`src/rtl/rlmp_pkg.sv`:
```
package rlmp_pkg;

	localparam int unsigned FuncW    = 3;
	localparam int unsigned CoordW   = 3;
	localparam int unsigned LevelW   = 8;
	localparam int unsigned ToneW    = 16;
	localparam int unsigned Rows     = 8;
	localparam int unsigned PixAddrW = 2 * CoordW;
	localparam int unsigned Pixels   = 1 << PixAddrW;
	localparam int unsigned PixelW   = 3 * LevelW;
	localparam int unsigned InDataW  = 80;
	localparam int unsigned OutDataW = 80;
	localparam int unsigned AddrW    = 3;
	localparam int unsigned ApbW     = 32;

	localparam logic [FuncW-1:0] FUNC_TICK      = 3'd0;
	localparam logic [FuncW-1:0] FUNC_SET_PIX   = 3'd1;
	localparam logic [FuncW-1:0] FUNC_CLR_PIX   = 3'd2;
	localparam logic [FuncW-1:0] FUNC_RD_PIX    = 3'd3;
	localparam logic [FuncW-1:0] FUNC_CLR_FRAME = 3'd4;
	localparam logic [FuncW-1:0] FUNC_TONE      = 3'd5;
	localparam logic [FuncW-1:0] FUNC_AUX       = 3'd6;

	localparam logic [LevelW-1:0] LEVELS_RESET = 8'd15;
	localparam logic [CoordW-1:0] LAST_COLUMN  = 3'd7;
	localparam logic [CoordW-1:0] LAST_ROW     = 3'd7;

	// controller to datapath commands
	typedef struct packed {
		logic              take;
		logic              rd_issue;
		logic [CoordW-1:0] rd_row;
		logic              out_load;
	} rlmp_cmd_t;

endpackage

```
`src/rtl/rlmp_ram.sv`:
```
module rlmp_ram #(
	parameter int unsigned WIDTH = 8,
	parameter int unsigned DEPTH = 64
) (
	input  logic                     clk,
	input  logic                     we,
	input  logic [$clog2(DEPTH)-1:0] waddr,
	input  logic [WIDTH-1:0]         wdata,
	input  logic                     re,
	input  logic [$clog2(DEPTH)-1:0] raddr,
	output logic [WIDTH-1:0]         rdata
);

	logic [WIDTH-1:0] mem_q [DEPTH];

	always_ff @(posedge clk) begin
		if (we) begin
			mem_q[waddr] <= wdata;
		end
		if (re) begin
			rdata <= mem_q[raddr];
		end
	end

endmodule

```
`src/rtl/rlmp_ctrl.sv`:
```
module rlmp_ctrl (
	input  logic                          clk,
	input  logic                          arst_n,
	input  logic                          s_tvalid,
	input  logic [rlmp_pkg::FuncW-1:0]    in_func,
	input  logic                          m_tready,
	output logic                          s_tready,
	output logic                          m_tvalid,
	output rlmp_pkg::rlmp_cmd_t           cmd
);
	import rlmp_pkg::*;

	localparam logic [1:0] ST_IDLE  = 2'd0;
	localparam logic [1:0] ST_READ  = 2'd1;
	localparam logic [1:0] ST_DRAIN = 2'd2;
	localparam logic [1:0] ST_FIN   = 2'd3;

	logic [1:0]        state_q;
	logic [CoordW-1:0] cnt_q;
	logic              single_q;
	logic              valid_q;
	logic              last_rd;
	logic              out_free;

	assign s_tready = (state_q == ST_IDLE);
	assign m_tvalid = valid_q;
	assign out_free = !valid_q || m_tready;
	assign last_rd  = single_q || (cnt_q == LAST_ROW);

	always_comb begin
		cmd          = '0;
		cmd.take     = (state_q == ST_IDLE) && s_tvalid;
		cmd.rd_issue = (state_q == ST_READ);
		cmd.rd_row   = cnt_q;
		cmd.out_load = (state_q == ST_FIN) && out_free;
	end

	always_ff @(posedge clk or negedge arst_n) begin
		if (!arst_n) begin
			state_q  <= ST_IDLE;
			cnt_q    <= '0;
			single_q <= 1'b0;
			valid_q  <= 1'b0;
		end else begin
			if (cmd.out_load) begin
				valid_q <= 1'b1;
			end else if (m_tready) begin
				valid_q <= 1'b0;
			end
			case (state_q)
				ST_IDLE: begin
					if (s_tvalid) begin
						cnt_q    <= '0;
						single_q <= (in_func == FUNC_RD_PIX);
						if (in_func == FUNC_TICK || in_func == FUNC_RD_PIX) begin
							state_q <= ST_READ;
						end else begin
							state_q <= ST_FIN;
						end
					end
				end
				ST_READ: begin
					cnt_q <= cnt_q + 1'b1;
					if (last_rd) begin
						state_q <= ST_DRAIN;
					end
				end
				ST_DRAIN: begin
					state_q <= ST_FIN;
				end
				ST_FIN: begin
					if (out_free) begin
						state_q <= ST_IDLE;
					end
				end
				default: begin
					state_q <= ST_IDLE;
				end
			endcase
		end
	end

endmodule

```
`src/rtl/rlmp_dp.sv`:
```
module rlmp_dp (
	input  logic                            clk,
	input  logic                            arst_n,
	input  rlmp_pkg::rlmp_cmd_t             cmd,
	input  logic [rlmp_pkg::InDataW-1:0]    in_data,
	input  logic                            cfg_we,
	input  logic [rlmp_pkg::LevelW-1:0]     cfg_wdata,
	output logic [rlmp_pkg::LevelW-1:0]     levels,
	output logic [rlmp_pkg::OutDataW-1:0]   out_data
);
	import rlmp_pkg::*;

	// input fields
	logic [FuncW-1:0]  i_func;
	logic [CoordW-1:0] i_x;
	logic [CoordW-1:0] i_y;
	logic [LevelW-1:0] i_red;
	logic [LevelW-1:0] i_green;
	logic [LevelW-1:0] i_blue;
	logic [ToneW-1:0]  i_period;
	logic [ToneW-1:0]  i_dur;
	logic [LevelW-1:0] i_aux;

	assign i_func   = in_data[2:0];
	assign i_x      = in_data[5:3];
	assign i_y      = in_data[8:6];
	assign i_red    = in_data[16:9];
	assign i_green  = in_data[24:17];
	assign i_blue   = in_data[32:25];
	assign i_period = in_data[48:33];
	assign i_dur    = in_data[64:49];
	assign i_aux    = in_data[72:65];

	logic [LevelW-1:0]   levels_q;
	logic [LevelW-1:0]   phase_q;
	logic [CoordW-1:0]   column_q;
	logic [ToneW-1:0]    tone_left_q;
	logic                sound_q;
	logic [ToneW-1:0]    tone_cmp_q;
	logic [LevelW-1:0]   aux_q;
	logic [Pixels-1:0]   pix_vld_q;
	logic [FuncW-1:0]    func_q;
	logic [CoordW-1:0]   x_q;
	logic [CoordW-1:0]   y_q;
	logic                frame_q;
	logic [Rows-1:0]     rmask_q;
	logic [Rows-1:0]     gmask_q;
	logic [Rows-1:0]     bmask_q;
	logic [LevelW-1:0]   rd_red_q;
	logic [LevelW-1:0]   rd_green_q;
	logic [LevelW-1:0]   rd_blue_q;
	logic [OutDataW-1:0] out_q;

	logic                rd_s1;
	logic [CoordW-1:0]   row_s1;
	logic                vld_s1;

	logic [LevelW-1:0]   next_phase;
	logic                wrap;
	logic [PixAddrW-1:0] wr_addr;
	logic [PixAddrW-1:0] rd_addr;
	logic [PixelW-1:0]   ram_rdata;
	logic [PixelW-1:0]   pix;
	logic                ram_we;
	logic                is_tick;
	logic [LevelW-1:0]   aux_out;

	assign levels     = levels_q;
	assign out_data   = out_q;
	assign next_phase = phase_q + 1'b1;
	assign wrap       = (next_phase >= levels_q);
	assign wr_addr    = {i_x, i_y};
	assign ram_we     = cmd.take && (i_func == FUNC_SET_PIX);
	assign is_tick    = (func_q == FUNC_TICK);
	assign rd_addr    = is_tick ? {column_q, cmd.rd_row} : {x_q, y_q};
	// pixel that was never written, or was cleared, reads as zero
	assign pix        = vld_s1 ? ram_rdata : '0;
	assign aux_out    = (is_tick && phase_q == '0 && column_q == '0) ? aux_q : '0;

	// one word per pixel: red, green, blue from the top
	rlmp_ram #(
		.WIDTH(PixelW),
		.DEPTH(Pixels)
	) u_frame (
		.clk  (clk),
		.we   (ram_we),
		.waddr(wr_addr),
		.wdata({i_red, i_green, i_blue}),
		.re   (cmd.rd_issue),
		.raddr(rd_addr),
		.rdata(ram_rdata)
	);

	always_ff @(posedge clk or negedge arst_n) begin
		if (!arst_n) begin
			levels_q    <= LEVELS_RESET;
			phase_q     <= '0;
			column_q    <= '0;
			tone_left_q <= '0;
			sound_q     <= 1'b0;
			tone_cmp_q  <= '0;
			aux_q       <= '0;
			pix_vld_q   <= '0;
			rd_s1       <= 1'b0;
		end else begin
			if (cfg_we) begin
				levels_q <= cfg_wdata;
			end
			rd_s1 <= cmd.rd_issue;
			if (cmd.take) begin
				case (i_func)
					FUNC_TICK: begin
						if (wrap) begin
							phase_q  <= '0;
							column_q <= (column_q >= LAST_COLUMN) ? '0 : column_q + 1'b1;
							if (tone_left_q != '0) begin
								tone_left_q <= tone_left_q - 1'b1;
								if (tone_left_q == ToneW'(1)) begin
									sound_q <= 1'b0;
								end
							end
						end else begin
							phase_q <= next_phase;
						end
					end
					FUNC_SET_PIX:   pix_vld_q[wr_addr] <= 1'b1;
					FUNC_CLR_PIX:   pix_vld_q[wr_addr] <= 1'b0;
					FUNC_CLR_FRAME: pix_vld_q <= '0;
					FUNC_TONE: begin
						tone_cmp_q  <= i_period;
						sound_q     <= 1'b1;
						tone_left_q <= i_dur;
					end
					FUNC_AUX:       aux_q <= i_aux;
					default: ;
				endcase
			end
		end
	end

	// per-item scratch and result registers
	always_ff @(posedge clk) begin
		row_s1 <= cmd.rd_row;
		vld_s1 <= pix_vld_q[rd_addr];
		if (cmd.take) begin
			func_q     <= i_func;
			x_q        <= i_x;
			y_q        <= i_y;
			frame_q    <= (i_func == FUNC_TICK) && wrap && (column_q >= LAST_COLUMN);
			rmask_q    <= '0;
			gmask_q    <= '0;
			bmask_q    <= '0;
			rd_red_q   <= '0;
			rd_green_q <= '0;
			rd_blue_q  <= '0;
		end
		if (rd_s1) begin
			if (is_tick) begin
				rmask_q[row_s1] <= (pix[23:16] > phase_q);
				gmask_q[row_s1] <= (pix[15:8] > phase_q);
				bmask_q[row_s1] <= (pix[7:0] > phase_q);
			end else begin
				rd_red_q   <= pix[23:16];
				rd_green_q <= pix[15:8];
				rd_blue_q  <= pix[7:0];
			end
		end
		if (cmd.out_load) begin
			out_q <= {3'b000, rd_blue_q, rd_green_q, rd_red_q, tone_cmp_q, sound_q, frame_q,
				column_q, aux_out, bmask_q, gmask_q, rmask_q};
		end
	end

endmodule

```
`src/rtl/rgb_led_matrix_pwm_scanner.sv`:
```
// Scanner for an 8x8 RGB LED matrix with 8-bit levels per color. Each input
// beat carries one operation (tick, set/clear/read pixel, clear frame, start
// tone, set aux LEDs) and yields exactly one result beat. A tick steps the
// PWM phase; when it reaches brightness_levels (APB register at byte 0,
// reset 15) the phase wraps, the column advances (frame_pulse on the wrap
// from column 7) and a running tone counts down. The tick result carries the
// red/green/blue row masks of the active column, bit y set where the level
// exceeds the phase, plus the aux byte at phase 0 of column 0. The frame is
// held in a 64-word pixel RAM (24 bits per pixel) with a valid flop per
// pixel, so reset and clear frame take effect at once with no clearing pass.
// One item is processed at a time: a tick makes 8 RAM reads after acceptance,
// one per row, then a drain step and the result load; a read pixel makes one
// read, any other operation goes straight to the load. The result sits in an
// output register, so a new beat is taken while the previous result waits.
// brightness_levels must only be written while the block is idle.
module rgb_led_matrix_pwm_scanner (
	input  logic                          clk,
	input  logic                          arst_n,
	// input stream
	input  logic                          s_tvalid,
	output logic                          s_tready,
	// func[2:0] x[5:3] y[8:6] red[16:9] green[24:17] blue[32:25]
	// tone_period[48:33] duration[64:49] aux_leds[72:65], zero fill above
	input  logic [rlmp_pkg::InDataW-1:0]  s_tdata,
	// result stream
	output logic                          m_tvalid,
	input  logic                          m_tready,
	// red_mask[7:0] green_mask[15:8] blue_mask[23:16] aux_byte[31:24]
	// active_column[34:32] frame_pulse[35] sound_on[36] tone_out[52:37]
	// read_red[60:53] read_green[68:61] read_blue[76:69], zero fill above
	output logic [rlmp_pkg::OutDataW-1:0] m_tdata,
	// configuration port
	input  logic                          psel,
	input  logic                          penable,
	input  logic                          pwrite,
	input  logic [rlmp_pkg::AddrW-1:0]    paddr,
	input  logic [rlmp_pkg::ApbW-1:0]     pwdata,
	output logic [rlmp_pkg::ApbW-1:0]     prdata,
	output logic                          pready
);
	import rlmp_pkg::*;

	rlmp_cmd_t         cmd;
	logic              cfg_hit;
	logic              cfg_we;
	logic [LevelW-1:0] levels;

	// only register 0 exists; word index is paddr[2]
	assign cfg_hit = (paddr[AddrW-1] == 1'b0);
	assign pready  = 1'b1;
	assign cfg_we  = psel && penable && pwrite && pready && cfg_hit;
	assign prdata  = cfg_hit ? {{(ApbW-LevelW){1'b0}}, levels} : '0;

	// sequencing: accept, row reads, result load
	rlmp_ctrl u_ctrl (
		.clk     (clk),
		.arst_n  (arst_n),
		.s_tvalid(s_tvalid),
		.in_func (s_tdata[FuncW-1:0]),
		.m_tready(m_tready),
		.s_tready(s_tready),
		.m_tvalid(m_tvalid),
		.cmd     (cmd)
	);

	// scan state, tone state, pixel RAM and result register
	rlmp_dp u_dp (
		.clk      (clk),
		.arst_n   (arst_n),
		.cmd      (cmd),
		.in_data  (s_tdata),
		.cfg_we   (cfg_we),
		.cfg_wdata(pwdata[LevelW-1:0]),
		.levels   (levels),
		.out_data (m_tdata)
	);

endmodule
```
`config.mk`:
```
export PLATFORM = sky130hd
export DESIGN_NAME = rgb_led_matrix_pwm_scanner
export DESIGN_NICKNAME = d
export VERILOG_FILES = /design/src/rtl/rlmp_pkg.sv /design/src/rtl/rlmp_ram.sv /design/src/rtl/rlmp_ctrl.sv /design/src/rtl/rlmp_dp.sv /design/src/rtl/rgb_led_matrix_pwm_scanner.sv
export SDC_FILE = /design/constraint.sdc
export NUM_CORES = 2
export LEC_CHECK = 0
export ABC_AREA = 1
export BUFFER_PORTS_ARGS = -buffer_cell sky130_fd_sc_hd__buf_2
export CORE_MARGIN = 2
export CORE_UTILIZATION = 45
export DETAILED_ROUTE_END_ITERATION = 16
export HOLD_SLACK_MARGIN = 0.06
export SLEW_MARGIN = 20
export SYNTH_ARGS = -nofsm -noshare
export SYNTH_HDL_FRONTEND = slang
export SYNTH_SLANG_ARGS = --single-unit
```
`constraint.sdc`:
```
create_clock -name clk -period 8.6 [get_ports clk]
set_input_delay 0.43 -clock clk [delete_from_list [all_inputs] [get_ports clk]]
set_output_delay 0.43 -clock clk [all_outputs]
set_load 0.01 [all_outputs]
```
Yosys cells after proc, flatten, opt, wreduce, memory -nomap -nowiden
Memory sizes are Yosys's and may differ from the RTL's. A register that Yosys moved wholly into a read port is not among the register bits.
Index checks and enable logic that the tools add are counted.
{"block": "totals", "mem_bits_rw": 1536, "output_inout_bits": 115, "elab_cells": 150, "reg_bits": 271, "inputBits": 122, "mem_count": 1}
{"name": "u_dp.u_frame.mem_q", "words": 64, "word_bits": 24, "read_ports": 1, "rd_clocked_by_memory_dff": 1, "write_ports": 1, "line": "rlmp_ram.sv:14", "rtl": "logic [WIDTH-1:0] mem_q [DEPTH];"}
{"block": "classes", "n_lt_le_gt_ge": 10, "bitwise": 4, "eq_ne": 17, "n_addsub": 4, "muxes": 51, "n_reduce_logical": 36}
{"operator": "64-bit one-hot mux with 3 select lines", "n": 1}
{"operator": "8-bit two-way mux", "n": 20}
{"operator": "64-bit bitwise AND", "n": 1}
{"operator": "64-bit NOT", "n": 1}
{"operator": "64-bit OR", "n": 1}
{"operator": "16-bit two-way mux", "n": 2}
{"operator": "16-bit one-hot mux with 2 select lines", "n": 1}
{"operator": "8-bit bitwise mux", "n": 3}
{"operator": "8-bit greater-than comparator", "n": 3}
{"operator": "24-bit two-way mux", "n": 1}
{"operator": "16-bit by 1-bit == test with 1-bit output, second input constant", "n": 1}
{"operator": "16-bit nonzero test", "n": 1}
{"operator": "16-bit by 1-bit subtractor with 16-bit output, second input constant", "n": 1}
{"operator": "6-bit by 7-bit less-than comparator with 1-bit output, second input constant", "n": 2}
{"operator": "3-bit == test, second input constant", "n": 4}
{"operator": "1-bit logical AND", "n": 12}
{"operator": "2-bit AND reduction", "n": 6}
{"operator": "1-bit two-way mux", "n": 10}
{"operator": "3-bit zero test", "n": 3}
{"operator": "8-bit by 1-bit adder with 8-bit output, second input constant", "n": 1}
{"operator": "8-bit greater-or-equal comparator", "n": 1}
{"operator": "8-bit zero test", "n": 1}
{"operator": "2-bit two-way mux", "n": 4}
{"operator": "2-bit inequality test, second input constant", "n": 4}
{"operator": "other kinds (27)", "n": 37}

Longest topological paths before layout
{"block": "logic_depth", "depth_word": 7, "depth_mapped": 16, "mapped_depth_nobuf": 15}

Cells and area by module
From an unflattened synthesis, not the netlist that was laid out.
{"block": "hier_totals", "hier_cells": 6811, "hier_area_um2": 76263.1}
{"module": "rlmp_ram", "area_per_inst_um2": 62995.4, "instances": 1, "cells_each": 5230, "seq_area_each_um2": 46844.9}
{"module": "rlmp_dp", "area_per_inst_um2": 12529.5, "instances": 1, "cells_each": 1478, "seq_area_each_um2": 6786.5}
{"module": "rlmp_ctrl", "area_per_inst_um2": 451.7, "instances": 1, "cells_each": 55, "seq_area_each_um2": 175.2}
{"module": "rgb_led_matrix_pwm_scanner", "area_per_inst_um2": 286.5, "instances": 1, "cells_each": 48, "seq_area_each_um2": 0.0}

Worst setup path before layout
Ideal clock, no wire load.
{"block": "synth_timing", "kind": "register to register", "start": "register u_ctrl.state_q[0]", "end": "register u_dp.out_q[0], in the netlist u_dp.out_data[0] (enable)", "setup_slack_ns": 3.782, "t_arrival_ns": 4.281, "t_required_ns": 8.062, "path_buffers": 0, "stages_incl_launch_ff": 4, "setup_time_ns": 0.538, "period_less_slack_ns": 4.818, "path_cell_list": "dfrtp_1 > ha_1 > inv_1 > a21oi_1"}
{"element": "start: declaration", "line": "rlmp_ctrl.sv:18", "rtl": "logic [1:0] state_q;"}
{"element": "start signal: assignment", "line": "rlmp_ctrl.sv:40", "rtl": "state_q <= ST_IDLE;"}
{"element": "start signal: assignment", "line": "rlmp_ctrl.sv:56", "rtl": "state_q <= ST_READ;"}
{"element": "start signal: assignment", "line": "rlmp_ctrl.sv:58", "rtl": "state_q <= ST_FIN;"}
{"element": "end signal: assignment", "line": "rlmp_dp.sv:169", "rtl": "out_q <= {3'b000, rd_blue_q, rd_green_q, rd_red_q, tone_cmp_q, sound_q, frame_q,"}
{"element": "end: declaration", "line": "rlmp_dp.sv:52", "rtl": "logic [OutDataW-1:0] out_q;"}

Worst setup path in the final report
{"block": "layout_timing", "start": "register u_dp.func_q[1]", "end": "register u_dp.u_frame.rdata[3], read port of u_dp.u_frame.mem_q, data pin"}
{"block": "layout_via", "elab_chain_cells": 2}
{"element": "start: declaration", "line": "rlmp_dp.sv:42", "rtl": "logic [FuncW-1:0] func_q;"}
{"element": "start signal: assignment", "line": "rlmp_dp.sv:146", "rtl": "func_q <= i_func;"}
{"element": "3-bit zero test", "line": "rlmp_dp.sv:74", "rtl": "assign is_tick = (func_q == FUNC_TICK);"}
{"element": "6-bit two-way mux", "line": "rlmp_dp.sv:75", "rtl": "assign rd_addr = is_tick ? {column_q, cmd.rd_row} : {x_q, y_q};"}
{"element": "end: declaration", "line": "rlmp_ram.sv:11", "rtl": "output logic [WIDTH-1:0] rdata"}
Every way passes these cells.
A chain may end at the register's enable or synchronous reset.

==> results.json <==
{
  "status": "completed",
  "wl_met1_um": 96300,
  "die-height_um": 429,
  "tns_ns": 0,
  "grt_pass1_wl_um": 335000,
  "cts_tree": "built",
  "power_density_mw_per_mm2": 262,
  "clockPowerShare": 0.330,
  "p_sw_frac": 0.319,
  "path_clk_slew_ns": 0.06,
  "grt.overflow.total": 0,
  "hpwlAfterDp_um": 116000,
  "yosys-top-cells-area": "edfxtp_1, nand3_1, nand2_1",
  "yosys.area.top_type": "edfxtp_1",
  "min_path_type": "primary input to async pin",
  "grt_pass1_vias": 52900,
  "synth_edf_count": 1647,
  "rr_startpoint": "u_dp.func_q[1]",
  "fillers": 15800,
  "hold_violations": 0,
  "die_w_um": 429,
  "seqPwrFrac": 0.441,
  "ios": 237,
  "power.leakage_uw": 0.0389,
  "syn_inst": 8149,
  "switchingPower_uw": 7640,
  "dr.max_layer_used": "met4",
  "clkLatencyLatePin_ns": 0.82,
  "gp_congestion": 0.821,
  "cpPeakStageDelay_ns": 0.60,
  "cp_slowest_cell": "buf_4",
  "start_kind": "flip-flop",
  "met2RoutedLength_um": 102000,
  "ir_drop_mv": 0.228,
  "drv_cap": 0,
  "wl_met3_um": 20300,
  "drt_iter0_markers": 6160,
  "initial_core_util": 0.452,
  "root_buffer": "clkbuf_16",
  "rows": 156,
  "drt_first_pass_iters": 6,
  "synthArstFlopShare": 0.0721,
  "avgRoutedWirePerCell_um": 20.9,
  "vias_per_cell": 5.24,
  "fin_skew_ns": 0.0400,
  "fin_util": 0.506,
  "drv_slew": 0,
  "fp.coreArea_mm2": 0.180,
  "drc": 0,
  "vias": 56700,
  "path_common_cell": "nand3_1",
  "fin_crit_ns": 4.73,
  "clockBufferDepth": 3,
  "ys_seq_elements": 1831,
  "crit_required_ns": 9.28,
  "syn_area_mm2": 0.0814,
  "clock-sinks": 1831,
  "ys_types": 42,
  "numPortBuffers": 175,
  "crit_start": "u_dp.func_q[1]",
  "criticalPathCategory": "flip-flop to flip-flop",
  "rsz0062_at_grt": "no",
  "yosys_warnings": 0,
  "period_share": 0.550,
  "worst_slew_pin_slew_ns": 1.15,
  "p_int_uw": 16300,
  "dieArea_mm2": 0.184,
  "layout.nets": 8459,
  "p_comb_frac": 0.229,
  "final_layout_size_suffix_gt1_frac": 0.0782,
  "synthMostInstantiatedCell": "nand2_1",
  "finalSetupViolations": 0,
  "reg2reg_depth": 14,
  "syn2layout_area_growth_pct": 11.9,
  "syn_avg_cell_area_um2": 9.99,
  "track_usage": 0.241,
  "synth_top_area_frac": 0.607,
  "path_max_fanout": 162,
  "yosys-top-cells-count": "nand2_1, inv_1, nand3_1",
  "antenna_found_initial": 9,
  "routed_wl_um": 226000,
  "grt_max_degree": 192,
  "drtAntennaViolNets": 0,
  "synth-seq-area-share": 0.661,
  "htreeDepth": 4,
  "crit_chain": "nor2_4 -> nand2_4 -> nand2_2 -> buf_4 -> nand2_8 -> buf_4 -> buf_12 -> nand2_1 -> nand3_1 -> nand3_1 -> nand3_1 -> nand3_1 -> nand3_1 -> nand2_1",
  "worstPathArrival_ns": 5.41,
  "cts-resized-gates": 0,
  "cts_made_buffers": 188,
  "fmax_mhz": 211,
  "worstSetupEndpointType": "flip-flop",
  "relSlewSlack": 0.234,
  "yosys_most_used_dff": "edfxtp_1"
}
power groups by stage:
stage                     clock (µW)  sequential, µW  combinational, µW
after floorplan                    0           10700               3510
after global placement             0           10700               5300
after detailed placement           0           10700               5390
after CTS                       8020           10600               5430
after global routing            8360           10600               6020
final                           7900           10600               5480
worst max-delay path, delay by kind of cell, from the launching register on:
kind	cells	cell delay [ns]
buffers and inverters	3	1.44
flip-flops	1	0.41
AND/OR/NAND/NOR	11	2.27
cells in the final DEF (no fill, tap or decap), types with 58 or more instances in the layout:
cell type      synthesis  layout
nor2_2                 1      66
inv_1               1729    1727
nor2_1               190     125
edfxtp_1            1647    1647
buf_2                258     174
clkbuf_16              0     196
buf_4                 41     127
nand3_1             1712    1711
nand2_1             1782    1779
a21oi_1               59      58
o21ai_0              240     240
dlygate4sd3_1          0      61
dfrtp_1              128     128
registers in the layout, indices dropped and copies added, names as in the netlist, 8 cells and up:
signal and cells:
u_dp.phase_q 8, u_dp.rd_red_q 8, u_dp.aux_q 8, u_dp.rd_green_q 8, u_dp.pix_vld_q 64, u_dp.tone_left_q 16
u_dp.u_frame.mem_q 1536, u_dp.rmask_q 8, u_dp.tone_cmp_q 16, u_dp.rd_blue_q 8, u_dp.gmask_q 8, u_dp.u_frame.rdata 24
u_dp.bmask_q 8, u_dp.out_data 77, u_dp.levels 8
layer usage:
metal / track usage / vias to the layer above
met5: 0 / -
met3: 0.0384 / 385
li1: - / 26600
met4: 0.0809 / 0
met2: 0.377 / 2461
met1: 0.344 / 27300
logic make-up (layout without fill, tap and decap cells):
group           Yosys count  in the layout  share of synthesized area
compound gates          331            331                     0.0213
xor+xnor                  7              7                   0.000753
fa+ha+maj                45             45                    0.00691
buf+inv                2181           2454                      0.108
flops                  1831           1831                      0.661
mux                      24             24                    0.00295
other cells               2             32                  0.0000922
simple gates           3728           3728                      0.200
timing repair:
item | CTS | global route
hold buffers | 61 | 0
setup endpoints to repair | 0 | 0
hold endpoints to repair | 136 | 0
setup buffers | 0 | 0
path summary, 6_finish.rpt:
check	to	slack, ns
max in group asynchronous	u_dp.pix_vld_q[9]	7.00
min	u_dp.levels[6]	0.20
min in group clk	u_dp.levels[2]	0.22
max reg2reg	u_dp.u_frame.rdata[3]	3.87
min reg2reg	u_dp.out_data[35]	0.42
max	u_dp.u_frame.rdata[3]	3.87
metrics by stage:
step	instances	power, µW	hold slack (ns)	area (µm²)	setup slack [ns]
after floorplan	8175	14200	0.134	81500	3.78
final	10800	23900	0.199	91200	3.87
after global routing	10800	25000	0.234	91200	3.74
after CTS	10800	24000	0.160	91200	4.09
after detailed placement	10400	16100	0.406	84600	4.11
after global placement	10400	16000	0.406	84600	4.12
layout make-up:
class / instances / area, µm² / area share
inverters: 1732 / 6510 / 0.0714
flip-flops and latches: 1831 / 53800 / 0.590
diodes: 4 / 10.0 / 0.000110
clock buffers: 262 / 5240 / 0.0575
multi-input cells: 4163 / 19200 / 0.211
clock inverters: 84 / 707 / 0.00775
repair buffers: 376 / 2700 / 0.0296
well taps: 2370 / 2970 / 0.0325
No activity file was read; power rests on OpenSTA's default activity.
